$ cat config.mk
export PLATFORM = sky130hd
export DESIGN_NAME = tilt_estimate_and_pid_flat
export DESIGN_NICKNAME = d
export VERILOG_FILES = /design/src/hw/rtl/tep_pkg.sv /design/src/hw/rtl/tep_if.sv /design/src/hw/rtl/tilt_estimate_and_pid.sv /design/src/flat_wrapper.sv
export VERILOG_INCLUDE_DIRS = /design/src /design/src/hw/rtl
export SDC_FILE = /design/constraint.sdc
export NUM_CORES = 2
export LEC_CHECK = 0
export BUFFER_PORTS_ARGS = -buffer_cell sky130_fd_sc_hd__clkbuf_2
export CORE_MARGIN = 1.5
export CORE_UTILIZATION = 30
export CTS_CLUSTER_SIZE = 8
export DETAILED_ROUTE_END_ITERATION = 7
export SKIP_CTS_REPAIR_TIMING = 1
export SYNTH_ARGS = -nofsm -noshare
export SYNTH_HDL_FRONTEND = slang
export SYNTH_SLANG_ARGS = --single-unit
$ cat constraint.sdc
create_clock -name clk_i -period 24.5 [get_ports clk_i]
set_input_delay 4.9 -clock clk_i [delete_from_list [all_inputs] [get_ports clk_i]]
set_output_delay 4.9 -clock clk_i [all_outputs]
set_load 0.03 [all_outputs]
$ cat src/hw/rtl/tilt_estimate_and_pid_macros.svh
// Assertion macros shared by the tilt estimator RTL
`ifndef TILT_ESTIMATE_AND_PID_MACROS_SVH
`define TILT_ESTIMATE_AND_PID_MACROS_SVH
`ifndef SYNTHESIS
// same-cycle implication on clk_i, off during reset
`define TEP_ASSERT_IMP(lbl, ante, cons, msg) \
  lbl: assert property (@(posedge clk_i) disable iff (!rst_ni) (ante) |-> (cons)) \
    else $error(msg);
// next-cycle implication on clk_i, off during reset
`define TEP_ASSERT_NXT(lbl, ante, cons, msg) \
  lbl: assert property (@(posedge clk_i) disable iff (!rst_ni) (ante) |=> (cons)) \
    else $error(msg);
`else
`define TEP_ASSERT_IMP(lbl, ante, cons, msg)
`define TEP_ASSERT_NXT(lbl, ante, cons, msg)
`endif
`endif

$ cat src/hw/rtl/tep_pkg.sv
// Package: codes, constants and saturation helper for the tilt estimator
package tep_pkg;

  // Accelerometer sample at zero tilt
  localparam logic [15:0] ACCEL_OFFSET = 16'd32768;

  // Reset value of the angle integral: 1400.0 in Q16.16
  localparam logic signed [31:0] INTEGRAL_RESET = 32'sd91750400;

  // Reset values of the configuration registers
  localparam logic [15:0]        GYRO_ZERO_RESET = 16'd32768;
  localparam logic signed [31:0] UNITY_GAIN      = 32'sd65536;

  // Configuration register indexes
  typedef enum logic [2:0] {
    CFG_GYRO_ZERO  = 3'd0,
    CFG_ACCEL_GAIN = 3'd1,
    CFG_GYRO_GAIN  = 3'd2,
    CFG_BLEND_GAIN = 3'd3,
    CFG_SETPOINT   = 3'd4,
    CFG_KP         = 3'd5,
    CFG_KI         = 3'd6,
    CFG_KD         = 3'd7
  } cfg_idx_e;

  // Item operation codes
  typedef enum logic [1:0] {
    OP_STEP      = 2'd0,
    OP_RESET_PID = 2'd1,
    OP_ALIGN     = 2'd2,
    OP_HOLD      = 2'd3
  } op_e;

  // Clamp a 64-bit signed value to the 32-bit signed range
  function automatic logic signed [31:0] sat32(input logic signed [63:0] x);
    logic fits;
    fits = (&x[63:31]) || (~|x[63:31]);
    if (fits) begin
      return x[31:0];
    end else if (x[63]) begin
      return 32'sh8000_0000;
    end else begin
      return 32'sh7fff_ffff;
    end
  endfunction

endpackage

$ cat src/hw/rtl/tep_if.sv
// Valid/ready channel interfaces for input items and result items
interface tep_in_if;
  logic        valid;
  logic        ready;
  logic [1:0]  operation;
  logic [15:0] accel_sample;
  logic [15:0] gyro_sample;

  modport source (output valid, output operation, output accel_sample,
                  output gyro_sample, input ready);
  modport sink   (input valid, input operation, input accel_sample,
                  input gyro_sample, output ready);
endinterface

interface tep_out_if;
  logic               valid;
  logic               ready;
  logic signed [31:0] drive;
  logic signed [31:0] tilt_angle;
  logic signed [31:0] angle_error;

  modport source (output valid, output drive, output tilt_angle,
                  output angle_error, input ready);
  modport sink   (input valid, input drive, input tilt_angle,
                  input angle_error, output ready);
endinterface

$ cat src/hw/rtl/tilt_estimate_and_pid.sv
// Top level: complementary tilt filter and incremental PID on one shared multiplier
// A control step runs S_MUL_ACC through S_SAT, align ends after S_ANGLE, PID reset/hold go to S_DONE.
// One item at a time: a new item is taken once the sequencer is back in idle, even while the last
// result still waits in the output register.
// All products go through a single registered 32x32 signed multiplier, one per cycle.
// Reset: asynchronous, active low; state registers take their reset values, integral 1400.0.
`include "tilt_estimate_and_pid_macros.svh"

module tilt_estimate_and_pid (
  input  logic        clk_i,
  input  logic        rst_ni,
  input  logic        cfg_we_i,
  input  logic [2:0]  cfg_idx_i,
  input  logic [31:0] cfg_wdata_i,
  tep_in_if.sink      in_if,
  tep_out_if.source   out_if
);
  import tep_pkg::*;

  localparam int unsigned AccW = 56;

  typedef enum logic [3:0] {
    S_IDLE,
    S_MUL_ACC,
    S_ANGLE,
    S_DIFF,
    S_MUL_BLEND,
    S_BLEND,
    S_UPDATE,
    S_ACC_I,
    S_ACC_D,
    S_SAT,
    S_DONE
  } state_e;

  state_e state_q, state_d;

  // configuration
  logic [15:0]        gyro_zero_q;
  logic signed [31:0] accel_gain_q, gyro_gain_q, blend_gain_q;
  logic signed [15:0] setpoint_q;
  logic signed [31:0] kp_q, ki_q, kd_q;

  // estimator and PID state
  logic signed [31:0] integral_q;
  logic signed [31:0] kp_l_q, ki_l_q, kd_l_q;
  logic signed [17:0] e1_q, e2_q;
  logic signed [31:0] drive_last_q;

  // item and working registers
  op_e                op_q;
  logic [15:0]        accel_q, gyro_q;
  logic signed [63:0] prod_q;
  logic signed [31:0] accel_angle_q, rate_q, diff_q, blend_q;
  logic signed [17:0] err_q;
  logic signed [AccW-1:0] acc_q;
  logic signed [31:0] res_drive_q, res_tilt_q, res_err_q;

  // output register
  logic               out_valid_q, out_valid_d;
  logic signed [31:0] out_drive_q, out_tilt_q, out_err_q;

  logic               in_accept, load_out;
  logic signed [31:0] mul_a, mul_b;
  logic signed [16:0] accel_dev, gyro_dev, whole;
  logic               round_up;
  logic signed [17:0] err_new;
  logic signed [18:0] d1;
  logic signed [19:0] d2;
  logic signed [31:0] drive_sat;

  assign in_if.ready       = (state_q == S_IDLE);
  assign in_accept         = in_if.valid && in_if.ready;
  assign load_out          = !out_valid_q || out_if.ready;
  assign out_if.valid      = out_valid_q;
  assign out_if.drive      = out_drive_q;
  assign out_if.tilt_angle = out_tilt_q;
  assign out_if.angle_error = out_err_q;

  // sample deviations, both 17-bit signed
  assign accel_dev = signed'({1'b0, accel_q}) - signed'({1'b0, ACCEL_OFFSET});
  assign gyro_dev  = signed'({1'b0, gyro_zero_q}) - signed'({1'b0, gyro_q});

  // integer part of the integral, truncated toward zero
  assign round_up = integral_q[31] && (|integral_q[15:0]);
  assign whole    = 17'(signed'(integral_q[31:16])) + 17'(round_up);
  assign err_new  = 18'(whole) - 18'(setpoint_q);

  // PID in difference form: kp*(e0-e1) + ki*e0 + kd*(e0-2e1+e2)
  assign d1 = 19'(err_q) - 19'(e1_q);
  assign d2 = 20'(err_q) - (20'(e1_q) <<< 1) + 20'(e2_q);

  assign drive_sat = sat32(64'(acc_q));

  // shared multiplier operand select
  always_comb begin
    mul_a = '0;
    mul_b = '0;
    case (state_q)
      S_MUL_ACC: begin
        mul_a = accel_gain_q;
        mul_b = 32'(accel_dev);
      end
      S_ANGLE: begin
        mul_a = gyro_gain_q;
        mul_b = 32'(gyro_dev);
      end
      S_MUL_BLEND: begin
        mul_a = blend_gain_q;
        mul_b = diff_q;
      end
      S_BLEND: begin
        mul_a = kp_l_q;
        mul_b = 32'(d1);
      end
      S_UPDATE: begin
        mul_a = ki_l_q;
        mul_b = 32'(err_q);
      end
      S_ACC_I: begin
        mul_a = kd_l_q;
        mul_b = 32'(d2);
      end
      default: begin
        mul_a = '0;
        mul_b = '0;
      end
    endcase
  end

  // sequencer next state
  always_comb begin
    state_d = state_q;
    unique case (state_q)
      S_IDLE: begin
        if (in_accept) begin
          if (in_if.operation == OP_STEP || in_if.operation == OP_ALIGN) begin
            state_d = S_MUL_ACC;
          end else begin
            state_d = S_DONE;
          end
        end
      end
      S_MUL_ACC:   state_d = S_ANGLE;
      S_ANGLE:     state_d = (op_q == OP_ALIGN) ? S_DONE : S_DIFF;
      S_DIFF:      state_d = S_MUL_BLEND;
      S_MUL_BLEND: state_d = S_BLEND;
      S_BLEND:     state_d = S_UPDATE;
      S_UPDATE:    state_d = S_ACC_I;
      S_ACC_I:     state_d = S_ACC_D;
      S_ACC_D:     state_d = S_SAT;
      S_SAT:       state_d = S_DONE;
      S_DONE:      state_d = load_out ? S_IDLE : S_DONE;
      default:     state_d = S_IDLE;
    endcase
  end

  // output valid next value
  always_comb begin
    out_valid_d = out_valid_q;
    if (out_valid_q && out_if.ready) begin
      out_valid_d = 1'b0;
    end
    if (state_q == S_DONE && load_out) begin
      out_valid_d = 1'b1;
    end
  end

  // control state, configuration and filter/PID state
  always_ff @(posedge clk_i or negedge rst_ni) begin
    if (!rst_ni) begin
      state_q      <= S_IDLE;
      out_valid_q  <= 1'b0;
      gyro_zero_q  <= GYRO_ZERO_RESET;
      accel_gain_q <= UNITY_GAIN;
      gyro_gain_q  <= UNITY_GAIN;
      blend_gain_q <= UNITY_GAIN;
      setpoint_q   <= '0;
      kp_q         <= '0;
      ki_q         <= '0;
      kd_q         <= '0;
      integral_q   <= INTEGRAL_RESET;
      kp_l_q       <= '0;
      ki_l_q       <= '0;
      kd_l_q       <= '0;
      e1_q         <= '0;
      e2_q         <= '0;
      drive_last_q <= '0;
    end else begin
      state_q     <= state_d;
      out_valid_q <= out_valid_d;

      if (cfg_we_i) begin
        unique case (cfg_idx_i)
          CFG_GYRO_ZERO:  gyro_zero_q  <= cfg_wdata_i[15:0];
          CFG_ACCEL_GAIN: accel_gain_q <= cfg_wdata_i;
          CFG_GYRO_GAIN:  gyro_gain_q  <= cfg_wdata_i;
          CFG_BLEND_GAIN: blend_gain_q <= cfg_wdata_i;
          CFG_SETPOINT:   setpoint_q   <= cfg_wdata_i[15:0];
          CFG_KP:         kp_q         <= cfg_wdata_i;
          CFG_KI:         ki_q         <= cfg_wdata_i;
          CFG_KD:         kd_q         <= cfg_wdata_i;
          default:        ;
        endcase
      end

      // PID reset item: latch gains, clear history
      if (in_accept && in_if.operation == OP_RESET_PID) begin
        kp_l_q       <= kp_q;
        ki_l_q       <= ki_q;
        kd_l_q       <= kd_q;
        e1_q         <= '0;
        e2_q         <= '0;
        drive_last_q <= '0;
      end

      // align loads the integral from the accelerometer angle
      if (state_q == S_ANGLE && op_q == OP_ALIGN) begin
        integral_q <= sat32(prod_q);
      end

      if (state_q == S_UPDATE) begin
        integral_q <= sat32(64'(34'(integral_q) + 34'(rate_q) + 34'(blend_q)));
      end

      if (state_q == S_SAT) begin
        e2_q         <= e1_q;
        e1_q         <= err_q;
        drive_last_q <= drive_sat;
      end
    end
  end

  // datapath registers
  always_ff @(posedge clk_i) begin
    prod_q <= mul_a * mul_b;

    if (in_accept) begin
      op_q    <= op_e'(in_if.operation);
      accel_q <= in_if.accel_sample;
      gyro_q  <= in_if.gyro_sample;
      unique case (op_e'(in_if.operation))
        OP_RESET_PID: begin
          res_drive_q <= '0;
          res_tilt_q  <= integral_q;
          res_err_q   <= '0;
        end
        OP_HOLD: begin
          res_drive_q <= drive_last_q;
          res_tilt_q  <= integral_q;
          res_err_q   <= '0;
        end
        default: begin
          res_drive_q <= drive_last_q;
          res_tilt_q  <= integral_q;
          res_err_q   <= '0;
        end
      endcase
    end

    case (state_q)
      S_ANGLE: begin
        accel_angle_q <= sat32(prod_q);
        if (op_q == OP_ALIGN) begin
          res_tilt_q <= sat32(prod_q);
        end
      end
      S_DIFF: begin
        rate_q     <= sat32(prod_q);
        diff_q     <= sat32(64'(33'(accel_angle_q) - 33'(integral_q)));
        err_q      <= err_new;
        res_tilt_q <= integral_q;
      end
      S_BLEND: begin
        blend_q <= sat32(prod_q >>> 16);
      end
      S_UPDATE: begin
        acc_q <= AccW'(drive_last_q) + AccW'(prod_q);
      end
      S_ACC_I, S_ACC_D: begin
        acc_q <= acc_q + AccW'(prod_q);
      end
      S_SAT: begin
        res_drive_q <= drive_sat;
        res_err_q   <= 32'(err_q);
      end
      default: ;
    endcase

    if (state_q == S_DONE && load_out) begin
      out_drive_q <= res_drive_q;
      out_tilt_q  <= res_tilt_q;
      out_err_q   <= res_err_q;
    end
  end

  // checks
  `TEP_ASSERT_NXT(a_busy_after_accept, in_accept, !in_if.ready, "accepted item did not start")
  `TEP_ASSERT_NXT(a_out_drain,
                  out_if.valid && out_if.ready && state_q != S_DONE,
                  !out_if.valid, "result not retired after take")
  `TEP_ASSERT_IMP(a_err_range, out_if.valid,
                  $countones(out_if.angle_error[31:17]) == 0 ||
                  $countones(out_if.angle_error[31:17]) == 15,
                  "angle error outside 18-bit range")
  `TEP_ASSERT_NXT(a_pid_clear, in_accept && in_if.operation == OP_RESET_PID,
                  drive_last_q == '0 && e1_q == '0 && e2_q == '0, "PID history not cleared")

endmodule

$ cat src/flat_wrapper.sv
// flat-port wrapper written by rule: the top's interface ports become plain ports
module tilt_estimate_and_pid_flat import tep_pkg::*;
  (clk_i, rst_ni, cfg_we_i, cfg_idx_i, cfg_wdata_i, in_if_valid, in_if_operation, in_if_accel_sample, in_if_gyro_sample, in_if_ready, out_if_valid, out_if_drive, out_if_tilt_angle, out_if_angle_error, out_if_ready);
  tep_in_if in_if_i ();
  tep_out_if out_if_i ();
  input  logic clk_i;
  input  logic rst_ni;
  input  logic cfg_we_i;
  input  logic [2:0] cfg_idx_i;
  input  logic [31:0] cfg_wdata_i;
  input wire logic [$bits(in_if_i.valid)-1:0] in_if_valid;
  input wire logic [$bits(in_if_i.operation)-1:0] in_if_operation;
  input wire logic [$bits(in_if_i.accel_sample)-1:0] in_if_accel_sample;
  input wire logic [$bits(in_if_i.gyro_sample)-1:0] in_if_gyro_sample;
  output wire logic [$bits(in_if_i.ready)-1:0] in_if_ready;
  output wire logic [$bits(out_if_i.valid)-1:0] out_if_valid;
  output wire logic [$bits(out_if_i.drive)-1:0] out_if_drive;
  output wire logic [$bits(out_if_i.tilt_angle)-1:0] out_if_tilt_angle;
  output wire logic [$bits(out_if_i.angle_error)-1:0] out_if_angle_error;
  input wire logic [$bits(out_if_i.ready)-1:0] out_if_ready;
  assign in_if_i.valid = in_if_valid;
  assign in_if_i.operation = in_if_operation;
  assign in_if_i.accel_sample = in_if_accel_sample;
  assign in_if_i.gyro_sample = in_if_gyro_sample;
  assign in_if_ready = in_if_i.ready;
  assign out_if_valid = out_if_i.valid;
  assign out_if_drive = out_if_i.drive;
  assign out_if_tilt_angle = out_if_i.tilt_angle;
  assign out_if_angle_error = out_if_i.angle_error;
  assign out_if_i.ready = out_if_ready;
  tilt_estimate_and_pid u_core (.clk_i(clk_i), .rst_ni(rst_ni), .cfg_we_i(cfg_we_i), .cfg_idx_i(cfg_idx_i), .cfg_wdata_i(cfg_wdata_i), .in_if(in_if_i), .out_if(out_if_i));
endmodule
==> summary.txt <==
Timing
  – Setup violators final: 0
  – Worst clock skew: 53.2 ps
  – Slew margin rel.: 0.124
  – Min Tclk post-route: 11940 ps
  – Hold Vio Cnt, Final: 0
  – Worst Setup Slack, final: 12560 ps
  – Max Fclk: 83.8 MHz
  – Setup TNS: 0 ps
  – Unrepaired setup endpoints after global routing: false
  – Hold_ws: 410 ps
  – Final Max Slew Viols: 0
  – Worst Tran Pin Value: 1310 ps
  – Fin crit share: 0.487

Synthesis
  – Avg Synthesized Cell Area: 10.0 um^2
  – Most common cell in the netlist: inv_1
  – Synthesized instance count: 8057
  – #FFs+latches synth: 889
  – Post-synthesis cell area: 0.0807 mm^2
  – Synth Warn #: 0
  – Synth top area share: 0.282
  – Unique masters post-synth: 100
  – Sequential area share after synthesis: 0.293
  – Post-synth top cells: inv_1 (1317), fa_1 (1138), nand2_1 (1062), nor2_1 (597), dfrtp_1 (415)
  – Cell taking the most area after synthesis: fa_1
  – Mapped Nets: 9658
  – Number of synthesized flops with an enable pin: 368
  – Share of synthesized registers carrying an async set or reset: 0.478
  – Synth area leaders: fa_1 (28%), edfxtp_1 (14%), dfrtp_1 (13%)
  – Top FF cell, synth: dfrtp_1

Final layout
  – Footprint of the multi-input gates: 0.0508 mm^2
  – Share of cells above drive strength 1: 0.105
  – Total Nets Final: 9663
  – Area growth from synthesis to layout: 10.8%
  – Final instance area: 0.0894 mm^2
  – Fillers: 27126
  – Sequential Area: 0.0236 mm^2

Run status
  – Outcome: finished clean

GRT
  – Remaining global-route overflow: 0
  – Initial antenna violation count: 24
  – GRT Resource Usage Total: 0.193
  – First-pass GRT wire length: 397 mm
  – Largest net degree at the start of global routing: 153
  – Vias in the first global route: 62683

Setup path
  – Crit-path max FO: 35
  – Req. time, crit path: 25210 ps
  – Setup crit start kind: register
  – Critical Path Most Common Cell: fa_1
  – Critical Path AT: 12640 ps
  – Crit-path max cell delay: 580 ps
  – Slowest stage cell, crit path: nand2_1
  – Type of the worst setup path: register to register
  – CP Capture Type: register

Min path
  – Hold Crit Class: register to register

Die
  – DIE HEIGHT: 522 um
  – Initial Utilization: 0.302
  – Die Area: 0.272 mm^2
  – Core area: 0.268 mm^2
  – Io pins: 172
  – Die width: 522 um
  – Row count: 190

Routing
  – DRC: 0
  – Iter 0 DRT Violations: 5949
  – Wire per inst: 22.5 um
  – Drt total wl: 263 mm
  – Vias per cell: 5.15
  – Antenna Violating Nets Remaining: 0
  – Via count: 60255
  – DR pass1 iterations: 8

Placement
  – Area post-placement: 0.0855 mm^2
  – RePlAce Congestion: 0.970
  – Pre-CTS setup slack: 12460 ps
  – IO buf count: 171
  – Post-DP HPWL: 198 mm

CTS
  – Num CTS Buffers: 130
  – Clk slew on worst S/H paths: 60 ps
  – Clk root buf: clkbuf_16
  – CTS tree: built
  – CTS sink count: 889
  – CTS H-tree lvls: 4
  – Bufs on Longest Clock Path: 3
  – Clock Latency Late Sink: 790 ps

Job
  – Maxcap violations: 0
## cell families (layout without fill, tap and decap cells)
kind of cell	after synthesis	after routing	share of synthesized area
compound gates	1209	1209	0.100
xor+xnor	225	225	0.0245
fa+ha+maj	1530	1530	0.343
buf+inv	1730	1820	0.0822
flops	889	889	0.293
mux	314	314	0.0437
other cells	0	3	0
simple gates	2160	2160	0.114
## final timing paths
kind                                                   start                                endpoint  slack, ps  depth (start not counted)
setup / recovery                   u_core.err_q[6]$_DFFE_PP_               u_core.prod_q[62]$_DFF_P_      12560                         36
hold / removal             u_core.res_err_q[2]$_SDFFCE_PN0P_  u_core.out_if.angle_error[2]$_DFFE_PP_        410                          0
setup reg to reg                   u_core.err_q[6]$_DFFE_PP_               u_core.prod_q[62]$_DFF_P_      12560                         36
min in group asynchronous                             rst_ni           u_core.state_q[1]$_DFFE_PN0P_       4130                          1
hold reg to reg            u_core.res_err_q[2]$_SDFFCE_PN0P_  u_core.out_if.angle_error[2]$_DFFE_PP_        410                          0
max in group asynchronous                             rst_ni             u_core.kp_q[24]$_DFFE_PN0P_      17140                          4
## metrics by stage
step,util,std cells
global route,0.334,11700
finish,0.334,11702
CTS,0.334,11699
floorplan,-,8057
detailed placement,0.320,11482
global placement,0.320,11482
## critical path: cells and delay by family (launching register included)
family | cells | cell delay [ps]
multiplexers | 1 | 270
AND/OR/NAND/NOR | 3 | 790
adder cells (fa/ha/maj) | 11 | 5310
flip-flops | 1 | 370
buffers and inverters | 5 | 870
XOR/XNOR | 1 | 140
AO/OA/AOI/OAI | 15 | 4060
## registers in the layout, summed over array words and instances (netlist names), 32 cells and up
| name | count |
|---|---|
| u_core.kp_q | 32 |
| u_core.prod_q | 64 |
| u_core.blend_q | 32 |
| u_core.kd_q | 32 |
| u_core.res_drive_q | 32 |
| u_core.kp_l_q | 32 |
| u_core.ki_l_q | 32 |
| u_core.rate_q | 32 |
| u_core.ki_q | 32 |
| u_core.gyro_gain_q | 32 |
| u_core.res_tilt_q | 32 |
| u_core.out_if.tilt_angle | 32 |
| u_core.out_if.drive | 32 |
| u_core.acc_q | 56 |
| u_core.accel_angle_q | 32 |
| u_core.diff_q | 32 |
| u_core.blend_gain_q | 32 |
| u_core.kd_l_q | 32 |
| u_core.accel_gain_q | 32 |
| u_core.drive_last_q | 32 |
| u_core.integral_q | 32 |
## per-layer routing
metal,GRT usage,part of all wire,routed length [um],up-vias
li1,-,-,-,25967
met1,0.266,0.43,114000,30999
met2,0.294,0.43,114000,2731
met3,0.0437,0.092,24100,532
met4,0.0740,0.042,11000,26
met5,0,0.00066,174,-
## layout make-up
cell class                      count  area share
Antenna cell                        3   0.0000840
Multi-Input combinational cell   5438       0.568
Tap cell                         3552      0.0497
Clock inverter                     16     0.00358
Inverter                         1319      0.0554
Timing Repair Buffer              284      0.0193
Clock buffer                      201      0.0397
Sequential cell                   889       0.264
## cell usage in the layout (no fill, tap or decap), drive strengths merged, types with 114 or more instances in the layout
cell type / netlist / final
mux2: 305 / 305
xnor2: 152 / 152
clkbuf: 328 / 371
a21o: 199 / 199
nand2: 1068 / 1068
dfrtp: 415 / 415
buf: 83 / 114
nor2: 599 / 599
inv: 1318 / 1325
a21oi: 311 / 311
o21ai: 181 / 181
edfxtp: 368 / 368
ha: 389 / 389
fa: 1138 / 1138
Power is left out: the tool's default activity adds up to more than one toggle a clock period on the data nets, which glitch-free logic cannot reach.
